[config.mk]
export PLATFORM = sky130hd
export DESIGN_NAME = circular_list_engine_core
export DESIGN_NICKNAME = d
export VERILOG_FILES = /design/src/rtl/core/cle_pkg.sv /design/src/rtl/core/circular_list_engine_core.sv /design/src/rtl/core/cle_datapath.sv /design/src/rtl/core/cle_ctrl.sv
export SDC_FILE = /design/constraint.sdc
export NUM_CORES = 2
export LEC_CHECK = 0
export BUFFER_PORTS_ARGS = -buffer_cell sky130_fd_sc_hd__buf_4
export CELL_PAD_IN_SITES_DETAIL_PLACEMENT = 1
export CELL_PAD_IN_SITES_GLOBAL_PLACEMENT = 2
export CORE_MARGIN = 10
export CORE_UTILIZATION = 49
export CTS_CLUSTER_SIZE = 12
export DETAILED_ROUTE_END_ITERATION = 12
export GPL_TIMING_DRIVEN = 1
export HOLD_SLACK_MARGIN = 0.08
export PLACE_DENSITY = 0.75
export SLEW_MARGIN = 20
export SYNTH_ARGS = -nofsm -noshare
export SYNTH_HDL_FRONTEND = slang
export SYNTH_HIERARCHICAL = 1
export SYNTH_SLANG_ARGS = --single-unit
[constraint.sdc]
create_clock -name aclk -period 8.35 [get_ports aclk]
set_clock_uncertainty 0.1 [all_clocks]
set_input_delay 1.67 -clock aclk [delete_from_list [all_inputs] [get_ports aclk]]
set_output_delay 1.67 -clock aclk [all_outputs]
set_load 0.1 [all_outputs]
[src/rtl/core/cle_pkg.sv]
// Package: shared types and constants for the circular list engine
`timescale 1ns / 1ps
`default_nettype none
package cle_pkg;
    localparam int POOL_DEPTH = 64;
    localparam int SLOT_W     = $clog2(POOL_DEPTH);
    localparam int LEN_W      = 7;
    localparam int WORD_W     = 32;

    localparam logic [1:0] CMD_INSERT  = 2'd0;
    localparam logic [1:0] CMD_REMOVE  = 2'd1;
    localparam logic [1:0] CMD_REVERSE = 2'd2;
    localparam logic [1:0] CMD_READ    = 2'd3;

    localparam logic [1:0] ST_OK    = 2'd0;
    localparam logic [1:0] ST_RANGE = 2'd1;
    localparam logic [1:0] ST_FULL  = 2'd2;
    localparam logic [1:0] ST_EMPTY = 2'd3;

    typedef struct packed {
        logic [1:0]         cmd;
        logic [LEN_W-1:0]   index;
        logic signed [31:0] value;
    } in_beat_t;

    typedef struct packed {
        logic [1:0]         status;
        logic signed [31:0] value_res;
        logic [LEN_W-1:0]   length;
    } out_beat_t;

    // datapath operations issued by the controller
    localparam logic [3:0] OP_NONE     = 4'd0;
    localparam logic [3:0] OP_LOAD     = 4'd1;  // latch input beat
    localparam logic [3:0] OP_RD_TAIL  = 4'd2;  // issue read of link[tail]
    localparam logic [3:0] OP_RD_CUR   = 4'd3;  // issue read of link[cur]
    localparam logic [3:0] OP_STEP     = 4'd4;  // cur <= link read data
    localparam logic [3:0] OP_INSERT   = 4'd5;
    localparam logic [3:0] OP_REMOVE   = 4'd6;
    localparam logic [3:0] OP_REV_STEP = 4'd7;
    localparam logic [3:0] OP_REV_DONE = 4'd8;
    localparam logic [3:0] OP_RD_VAL   = 4'd9;
    localparam logic [3:0] OP_RESULT   = 4'd10;
    localparam logic [3:0] OP_POP      = 4'd11; // read free stack top
    localparam logic [3:0] OP_INS_WR   = 4'd12; // second insert write

    typedef struct packed {
        logic [3:0] op;
        logic [1:0] status;
        logic       take_value;
    } cle_cmd_t;

    typedef struct packed {
        logic [1:0]       cmd;
        logic [LEN_W-1:0] index;
        logic [LEN_W-1:0] length;
        logic [LEN_W-1:0] free_count;
        logic [LEN_W-1:0] count;
    } cle_status_t;
endpackage
`default_nettype wire

[src/rtl/core/circular_list_engine_core.sv]
// Top level: circular singly linked list engine
`timescale 1ns / 1ps
`default_nettype none
// One command at a time. A command walks the links one node at a time
// through the link memory: insert walks to the predecessor of the index,
// remove and read to the element at the index, and reverse walks the whole
// list. Rejected commands skip the walk. A stalled result beat holds the
// block. After reset a sweep fills the free stack; commands are held off
// until it ends.
module circular_list_engine_core (
    input  wire logic              aclk,
    input  wire logic              aresetn,
    input  wire logic              s_valid,
    output logic                   s_ready,
    input  wire cle_pkg::in_beat_t s_beat,
    output logic                   m_valid,
    input  wire logic              m_ready,
    output cle_pkg::out_beat_t     m_beat
);
    cle_pkg::cle_cmd_t    ctl;
    cle_pkg::cle_status_t sts;
    logic cnt_clr, cnt_inc, rdy;
    logic sweep;

    cle_ctrl u_ctrl (
        .aclk, .aresetn, .s_valid(s_valid & ~sweep), .s_ready(rdy),
        .m_valid, .m_ready, .sts, .ctl, .cnt_clr, .cnt_inc
    );
    assign sweep   = (sts.free_count == '0) && (sts.length == '0);
    assign s_ready = rdy & ~sweep;

    cle_datapath u_dp (
        .aclk, .aresetn, .in_beat(s_beat), .ctl, .cnt_clr, .cnt_inc,
        .sts, .out_beat(m_beat)
    );
endmodule
`default_nettype wire

[src/rtl/core/cle_datapath.sv]
// Datapath: node pool memories, free stack, pointers and result register
`timescale 1ns / 1ps
`default_nettype none
module cle_datapath (
    input  wire logic                aclk,
    input  wire logic                aresetn,
    input  wire cle_pkg::in_beat_t   in_beat,
    input  wire cle_pkg::cle_cmd_t   ctl,
    input  wire logic                cnt_clr,
    input  wire logic                cnt_inc,
    output cle_pkg::cle_status_t     sts,
    output cle_pkg::out_beat_t       out_beat
);
    localparam int SW = cle_pkg::SLOT_W;
    localparam int LW = cle_pkg::LEN_W;

    logic [cle_pkg::WORD_W-1:0] val_mem [cle_pkg::POOL_DEPTH];
    logic [SW-1:0]              link_mem [cle_pkg::POOL_DEPTH];
    logic [SW-1:0]              free_mem [cle_pkg::POOL_DEPTH];

    cle_pkg::in_beat_t  beat_reg;
    logic [SW-1:0]      tail_reg, cur_reg, prev_reg, first_reg, slot_reg;
    logic [SW-1:0]      link_q, free_q;
    logic [cle_pkg::WORD_W-1:0] val_q;
    logic [LW-1:0]      len_reg, free_cnt_reg, cnt_reg;
    logic [LW-1:0]      fill_reg;
    logic               rd_cur;
    logic [SW-1:0]      rd_addr;
    logic [SW-1:0]      free_top;

    assign free_top = SW'(free_cnt_reg - 1'b1);
    // tail read during first step; otherwise current pointer
    assign rd_addr  = (ctl.op == cle_pkg::OP_RD_TAIL) ? tail_reg : cur_reg;
    assign rd_cur   = 1'b1;

    always_ff @(posedge aclk) begin
        if (rd_cur) begin
            link_q <= link_mem[rd_addr];
            val_q  <= val_mem[cur_reg];
        end
        free_q <= free_mem[free_top];
        unique case (ctl.op)
            cle_pkg::OP_INSERT: begin
                val_mem[slot_reg]  <= beat_reg.value;
                link_mem[slot_reg] <= (len_reg == '0) ? slot_reg : link_q;
            end
            cle_pkg::OP_INS_WR: link_mem[cur_reg] <= slot_reg;
            cle_pkg::OP_REMOVE: link_mem[prev_reg] <= link_q;
            cle_pkg::OP_REV_STEP: link_mem[cur_reg] <= prev_reg;
            default: ;
        endcase
        // free stack: reset fill sweep, then push on remove
        if (fill_reg != LW'(cle_pkg::POOL_DEPTH)) begin
            free_mem[fill_reg[SW-1:0]] <= fill_reg[SW-1:0];
        end else if (ctl.op == cle_pkg::OP_REMOVE
                     && free_cnt_reg != LW'(cle_pkg::POOL_DEPTH)) begin
            free_mem[free_cnt_reg[SW-1:0]] <= (len_reg == LW'(1)) ? tail_reg : cur_reg;
        end
    end

    always_ff @(posedge aclk) begin
        if (!aresetn) begin
            fill_reg     <= '0;
            tail_reg     <= '0;
            len_reg      <= '0;
            free_cnt_reg <= LW'(cle_pkg::POOL_DEPTH);
            cnt_reg      <= '0;
        end else begin
            if (fill_reg != LW'(cle_pkg::POOL_DEPTH)) fill_reg <= fill_reg + 1'b1;
            if (cnt_clr) cnt_reg <= '0;
            else if (cnt_inc) cnt_reg <= cnt_reg + 1'b1;
            unique case (ctl.op)
                cle_pkg::OP_LOAD: beat_reg <= in_beat;
                cle_pkg::OP_RD_TAIL: begin
                    cur_reg  <= tail_reg;
                    prev_reg <= tail_reg;
                end
                cle_pkg::OP_STEP: begin
                    prev_reg <= cur_reg;
                    cur_reg  <= link_q;
                    if (cnt_reg == '0) first_reg <= link_q;
                end
                cle_pkg::OP_POP: slot_reg <= free_q;
                cle_pkg::OP_INSERT: begin
                    free_cnt_reg <= free_cnt_reg - 1'b1;
                    len_reg      <= len_reg + 1'b1;
                    if (len_reg == '0 || LW'(beat_reg.index) == len_reg)
                        tail_reg <= slot_reg;
                end
                cle_pkg::OP_REMOVE: begin
                    if (free_cnt_reg != LW'(cle_pkg::POOL_DEPTH))
                        free_cnt_reg <= free_cnt_reg + 1'b1;
                    len_reg <= len_reg - 1'b1;
                    if (len_reg != LW'(1) && cur_reg == tail_reg) tail_reg <= prev_reg;
                end
                cle_pkg::OP_REV_STEP: begin
                    prev_reg <= cur_reg;
                    cur_reg  <= link_q;
                end
                cle_pkg::OP_REV_DONE: tail_reg <= first_reg;
                cle_pkg::OP_RESULT: begin
                    out_beat.status    <= ctl.status;
                    out_beat.value_res <= ctl.take_value ? val_q : '0;
                    out_beat.length    <= len_reg;
                end
                default: ;
            endcase
        end
    end

    assign sts.cmd            = beat_reg.cmd;
    assign sts.index          = beat_reg.index;
    assign sts.length         = len_reg;
    assign sts.free_count     = (fill_reg != LW'(cle_pkg::POOL_DEPTH)) ? '0 : free_cnt_reg;
    assign sts.count          = cnt_reg;
endmodule
`default_nettype wire

[src/rtl/core/cle_ctrl.sv]
// Controller: command sequencer and handshake for the circular list engine
`timescale 1ns / 1ps
`default_nettype none
module cle_ctrl (
    input  wire logic                aclk,
    input  wire logic                aresetn,
    input  wire logic                s_valid,
    output logic                     s_ready,
    output logic                     m_valid,
    input  wire logic                m_ready,
    input  wire cle_pkg::cle_status_t sts,
    output cle_pkg::cle_cmd_t        ctl,
    output logic                     cnt_clr,
    output logic                     cnt_inc
);
    localparam logic [3:0] S_IDLE  = 4'd0;
    localparam logic [3:0] S_CHECK = 4'd1;
    localparam logic [3:0] S_TAIL  = 4'd2;
    localparam logic [3:0] S_WAIT  = 4'd3;
    localparam logic [3:0] S_WALK  = 4'd4;
    localparam logic [3:0] S_ACT   = 4'd5;
    localparam logic [3:0] S_ACT2  = 4'd6;
    localparam logic [3:0] S_RVAL  = 4'd7;
    localparam logic [3:0] S_DONE  = 4'd8;
    localparam logic [3:0] S_OUT   = 4'd9;
    localparam logic [3:0] S_POP   = 4'd10;
    localparam logic [3:0] S_REV   = 4'd11;
    localparam logic [3:0] S_RWAIT = 4'd12;

    logic [3:0] state_reg, state_next;
    logic [1:0] status_reg, status_next;
    logic       take_reg, take_next;
    logic [cle_pkg::LEN_W-1:0] steps;

    // insert walks to predecessor (index steps from tail); remove too; read to element
    assign steps = (sts.cmd == cle_pkg::CMD_READ) ? sts.index + 1'b1 : sts.index;

    always_ff @(posedge aclk) begin
        if (!aresetn) begin
            state_reg  <= S_IDLE;
            status_reg <= cle_pkg::ST_OK;
            take_reg   <= 1'b0;
        end else begin
            state_reg  <= state_next;
            status_reg <= status_next;
            take_reg   <= take_next;
        end
    end

    assign s_ready = (state_reg == S_IDLE);
    assign m_valid = (state_reg == S_OUT);

    always_comb begin
        state_next  = state_reg;
        status_next = status_reg;
        take_next   = take_reg;
        ctl.op      = cle_pkg::OP_NONE;
        ctl.status  = status_reg;
        ctl.take_value = take_reg;
        cnt_clr     = 1'b0;
        cnt_inc     = 1'b0;
        unique case (state_reg)
            S_IDLE: if (s_valid) begin
                ctl.op = cle_pkg::OP_LOAD;
                state_next = S_CHECK;
            end
            S_CHECK: begin
                status_next = cle_pkg::ST_OK;
                take_next   = 1'b0;
                cnt_clr     = 1'b1;
                state_next  = S_TAIL;
                priority if (sts.cmd == cle_pkg::CMD_INSERT) begin
                    if (sts.index > sts.length) begin
                        status_next = cle_pkg::ST_RANGE; state_next = S_DONE;
                    end else if (sts.free_count == '0) begin
                        status_next = cle_pkg::ST_FULL; state_next = S_DONE;
                    end
                end else if (sts.length == '0) begin
                    status_next = cle_pkg::ST_EMPTY; state_next = S_DONE;
                end else if (sts.cmd != cle_pkg::CMD_REVERSE && sts.index >= sts.length) begin
                    status_next = cle_pkg::ST_RANGE; state_next = S_DONE;
                end
            end
            S_TAIL: begin
                ctl.op = cle_pkg::OP_RD_TAIL;
                state_next = S_WAIT;
            end
            S_WAIT: begin
                // link_q valid for cur_reg this cycle
                if (sts.cmd == cle_pkg::CMD_REVERSE) begin
                    ctl.op = cle_pkg::OP_STEP;  // cur <= first, prev <= tail
                    state_next = S_RWAIT;
                end else if (sts.count == steps) begin
                    if (sts.cmd == cle_pkg::CMD_REMOVE) begin
                        ctl.op = cle_pkg::OP_STEP;  // prev <= pred, cur <= victim
                        cnt_inc = 1'b1;
                        state_next = S_ACT;
                    end else begin
                        state_next = (sts.cmd == cle_pkg::CMD_INSERT) ? S_POP : S_RVAL;
                    end
                end else begin
                    ctl.op = cle_pkg::OP_STEP;
                    cnt_inc = 1'b1;
                    state_next = S_WALK;
                end
            end
            S_WALK: begin
                if (sts.cmd == cle_pkg::CMD_REMOVE && sts.count == steps + 1'b1) begin
                    ctl.op = cle_pkg::OP_REMOVE;
                    state_next = S_DONE;
                end else begin
                    ctl.op = cle_pkg::OP_RD_CUR;
                    state_next = S_WAIT;
                end
            end
            S_ACT: begin
                ctl.op = cle_pkg::OP_RD_CUR;  // fetch victim successor
                state_next = S_WALK;
            end
            S_POP: begin
                ctl.op = cle_pkg::OP_POP;
                state_next = S_ACT2;
            end
            S_ACT2: begin
                ctl.op = cle_pkg::OP_INSERT;
                state_next = (sts.length == '0) ? S_DONE : S_REV;
            end
            S_REV: begin
                ctl.op = cle_pkg::OP_INS_WR;
                state_next = S_DONE;
            end
            S_RWAIT: begin
                if (sts.count == sts.length) begin
                    ctl.op = cle_pkg::OP_REV_DONE;
                    state_next = S_DONE;
                end else begin
                    ctl.op = cle_pkg::OP_RD_CUR;
                    state_next = S_RVAL;
                end
            end
            S_RVAL: begin
                if (sts.cmd == cle_pkg::CMD_REVERSE) begin
                    ctl.op = cle_pkg::OP_REV_STEP;
                    cnt_inc = 1'b1;
                    state_next = S_RWAIT;
                end else begin
                    take_next = 1'b1;
                    state_next = S_DONE;
                end
            end
            S_DONE: begin
                ctl.op = cle_pkg::OP_RESULT;
                state_next = S_OUT;
            end
            S_OUT: if (m_ready) state_next = S_IDLE;
            default: state_next = S_IDLE;
        endcase
    end
endmodule
`default_nettype wire

==> out/qor.json <==
{
  "clock_sinks": {"value": 3007},
  "cts.repair_timing.setup_buffer_count": {"value": 0},
  "worst_setup_hold_path_clk_slew": {"value": 60, "unit": "ps"},
  "synth_sequential_area_ratio": {"value": 76.52, "unit": "%"},
  "floorplan.io_pins": {"value": 88},
  "synth.area.mux_share": {"value": 16.62, "unit": "%"},
  "maxSlewViolCount": {"value": 0},
  "drt-wirelength-per-cell": {"value": 33.16, "unit": "um"},
  "number_of_placement_rows": {"value": 179},
  "finalCriticalPeriod": {"value": 7306, "unit": "ps"},
  "power_density_cells": {"value": 224.0, "unit": "nW/um2"},
  "ys.warnings.count": {"value": 6},
  "cts_tree": {"value": "yes"},
  "worst_slack_after_detailed_placement": {"value": 1207, "unit": "ps"},
  "io_buffer_count": {"value": 87},
  "drt-pass1-iter-count": {"value": 6},
  "synth.largest_area_cell": {"value": "sky130_fd_sc_hd__edfxtp_1"},
  "postLayoutSetupSlackWorst": {"value": 1044, "unit": "ps"},
  "layout_worst_path_cycle_share": {"value": 87.50, "unit": "%"},
  "maxCapViolCount": {"value": 0},
  "die_outline_height": {"value": 508.4, "unit": "um"},
  "yosys-top-cells-area": {"value": "sky130_fd_sc_hd__edfxtp_1 (75%), sky130_fd_sc_hd__mux4_2 (15%), sky130_fd_sc_hd__dfxtp_1 (1.5%)"},
  "synth.avg_cell_area": {"value": 21.48, "unit": "um2"},
  "gr-usage-all-layers": {"value": 23.21, "unit": "%"},
  "fp.dieArea": {"value": 258500, "unit": "um2"},
  "crit_chain": {"value": "ha_1, mux2_2, ha_1, xnor3_1, a22oi_2, a22oi_1, or4b_4, nor3_2, o211ai_1, nor4b_4, buf_4, mux2i_4, buf_12, mux2i_1, o22ai_1, nor4_1, nor4_1, o21a_1"},
  "coreArea": {"value": 237600, "unit": "um2"},
  "clock_root_buffer": {"value": "sky130_fd_sc_hd__clkbuf_16"},
  "synth_xor_area_share": {"value": 0.4881, "unit": "%"},
  "antenna_found_initial": {"value": 31},
  "async_reset_ff_share": {"value": 0, "unit": "%"},
  "synthAdderAreaFrac": {"value": 0.2141, "unit": "%"},
  "num-nets-final": {"value": 5802},
  "count_of_cells_resized_by_post_cts_repair": {"value": 0},
  "grt_first_pass_wirelength": {"value": 438.8, "unit": "mm"},
  "grt_remaining_overflow": {"value": 0},
  "worst_setup_end_kind": {"value": "flop"},
  "portion_of_synthesized_cell_area_occupied_by_the_leading_cell_type": {"value": 75.06, "unit": "%"},
  "numCtsBuffers": {"value": 328},
  "synth-simple-area-share": {"value": 2.995, "unit": "%"},
  "netlist_area": {"value": 116900, "unit": "um2"},
  "criticalPathCategory": {"value": "reg -> reg"},
  "clock_tree.htree_level_count": {"value": 5},
  "path_delay_family": {"value": "simple AND/OR/NAND/NOR gates"},
  "synthesis.instances": {"value": 5443},
  "crit_path_max_incr_delay": {"value": 760, "unit": "ps"},
  "syn_to_final_growth": {"value": 13.18, "unit": "%"},
  "status": {"value": "finished clean"},
  "drive_gt1_share": {"value": 26.85, "unit": "%"},
  "regMostFlops": {"value": "u_dp/val_mem"},
  "start_util": {"value": 49.19, "unit": "%"},
  "largest_register_ff_count": {"value": 2048},
  "yosys.cell_types.count": {"value": 92},
  "critical_path.startpoint_type": {"value": "flop"},
  "final_core_util": {"value": 55.68, "unit": "%"},
  "crit_path_max_fanout": {"value": 120},
  "grt_max_degree": {"value": 121},
  "detail_route.drc_violations": {"value": 0},
  "number_of_flops_mapped_to_enable_cells_by_yosys": {"value": 2922},
  "cp_data_arrival_time": {"value": 8020, "unit": "ps"},
  "vdd_ir_drop_max": {"value": 0.1792, "unit": "mV"},
  "leakage": {"value": 41.26, "unit": "nW"},
  "worst_case_headroom_to_the_max_slew_limit": {"value": 22.22, "unit": "%"},
  "finalWirelength": {"value": 302.2, "unit": "mm"},
  "vias_per_cell": {"value": 6.304},
  "worst_pin_slew": {"value": 1158, "unit": "ps"},
  "first_global_vias": {"value": 59830},
  "synth_top_family_by_area": {"value": "multiplexers"},
  "postSynthNetCount": {"value": 5508},
  "worstPathBufferInverterCount": {"value": 2},
  "fillers": {"value": 20030},
  "bufs_on_longest_clock_path": {"value": 4},
  "drtIter0Drc": {"value": 7143},
  "class_of_the_most_critical_hold_timing_path": {"value": "reg -> reg"},
  "hold_violations": {"value": 0},
  "detail-route-antenna-nets": {"value": 0},
  "cts_hold_repair.buffers": {"value": 0},
  "max_freq": {"value": 136.9, "unit": "MHz"},
  "timing.final.setup_violations": {"value": 0},
  "num_vias": {"value": 57460},
  "globalplace.congestion": {"value": 0.8308},
  "die_x": {"value": 508.4, "unit": "um"},
  "dp_hpwl": {"value": 181.5, "unit": "mm"},
  "synth-compound-area-share": {"value": 1.885, "unit": "%"},
  "rsz_0062_raised_after_global_routing": {"value": "no"},
  "fin_setup_tns": {"value": 0, "unit": "ps"},
  "worst_ep_required_time": {"value": 9070, "unit": "ps"},
  "crit_path_max_delay_cell_type": {"value": "sky130_fd_sc_hd__nor4b_4"},
  "postSynth.topFlopCell": {"value": "sky130_fd_sc_hd__edfxtp_1"},
  "worst_skew_pair.late_latency": {"value": 940, "unit": "ps"},
  "postSynthRegisterBits": {"value": 3007}
}
-- power breakdown --
group	leakage (nW)	switching, mW	internal [mW]
Combinational	9.49	0.0622	0.0259
Clock	4.64	5.59	7.61
Sequential	27.1	0.00524	16.3
-- layer usage --
| layer | track usage, % | vias to the layer above | part of all wire (%) |
|---|---|---|---|
| met1 | 34.34 | 31170 | 42 |
| met4 | 5.536 | 0 | 2.2 |
| met5 | 0 | - | 0 |
| met3 | 3.845 | 456 | 8.0 |
| li1 | - | 23270 | - |
| met2 | 36.50 | 2563 | 48 |
-- synth_stat cells (all sizes together), types with 30 or more instances --
library cell and n:
clkbuf 152, edfxtp 2922, and2 45, nand2 240, mux2i 105, mux2 33
inv 30, xnor2 38, nor4 37, o21ai 64, nor2 280, buf 145
a21oi 92, dfxtp 85, mux4 799
-- path summary, 6_finish.rpt --
| check | startpoint | to | slack (ps) | cells past startpoint |
|---|---|---|---|---|
| max | u_dp/sts[21] | u_dp/link_q[3] | 1040 | 18 |
| min | u_dp/free_q[0] | u_dp/slot_reg[0] | 290 | 0 |
| max reg2reg | u_dp/sts[21] | u_dp/link_q[3] | 1040 | 18 |
| min reg2reg | u_dp/free_q[0] | u_dp/slot_reg[0] | 290 | 0 |
-- worst reg2reg max path: cells and delay by family (launching register included) --
kind	cells	cell delay, ps
xor gates and xnor gates	1	370
adders and majority gates	2	640
AOI/OAI and AO/OA	5	970
DFF	1	550
muxes	3	1300
buffers and inverters	2	970
and+or+nand+nor	5	2340
-- metrics by stage --
stage	hold slack, ps	area (um2)	power (mW)	instances
final	291.9	132300	29.63	9114
after CTS	296.8	132100	29.88	9100
after global routing	301.5	132300	30.52	9109
after floorplan	285.5	116900	16.69	5443
after global placement	288.0	122000	16.74	8544
after detailed placement	294.5	122600	16.74	8566
-- cells by family (layout without fill, tap and decap cells) --
kind of cell,count (synthesis),in the layout
xor+xnor,62,62
mux,937,937
simple gates,761,761
buf+inv,327,825
fa+ha+maj,20,20
other cells,0,6
flops,3007,3007
compound gates,329,329
-- final cells by class --
| class | instances | area (um2) | area share [%] |
|---|---|---|---|
| diodes | 6 | 15.01 | 0.01135 |
| clock buffers | 447 | 8861 | 6.697 |
| clock inverters | 87 | 656.9 | 0.4965 |
| inverters | 30 | 112.6 | 0.08511 |
| multi-input cells | 2109 | 26650 | 20.15 |
| flip-flops and latches | 3007 | 89450 | 67.61 |
| well taps | 3167 | 3963 | 2.995 |
| repair buffers | 261 | 2596 | 1.962 |
-- placed cells by master, fill, tap and decap left out, types with 30 or more instances in the layout --
master | Yosys | layout
sky130_fd_sc_hd__edfxtp_1 | 2922 | 2922
sky130_fd_sc_hd__dfxtp_1 | 85 | 83
sky130_fd_sc_hd__a21oi_1 | 91 | 90
sky130_fd_sc_hd__nand2_1 | 238 | 238
sky130_fd_sc_hd__xnor2_1 | 38 | 36
sky130_fd_sc_hd__mux4_2 | 799 | 799
sky130_fd_sc_hd__mux2i_1 | 103 | 101
sky130_fd_sc_hd__and2_1 | 45 | 45
sky130_fd_sc_hd__inv_1 | 30 | 30
sky130_fd_sc_hd__clkinv_1 | 0 | 40
sky130_fd_sc_hd__buf_4 | 20 | 219
sky130_fd_sc_hd__nor4_1 | 35 | 34
sky130_fd_sc_hd__o21ai_0 | 49 | 47
sky130_fd_sc_hd__nor2_4 | 0 | 64
sky130_fd_sc_hd__clkbuf_16 | 0 | 333
sky130_fd_sc_hd__clkbuf_1 | 150 | 104
sky130_fd_sc_hd__nor2_1 | 280 | 215
sky130_fd_sc_hd__mux2_2 | 31 | 31
Power figures use the tool's default switching activity.
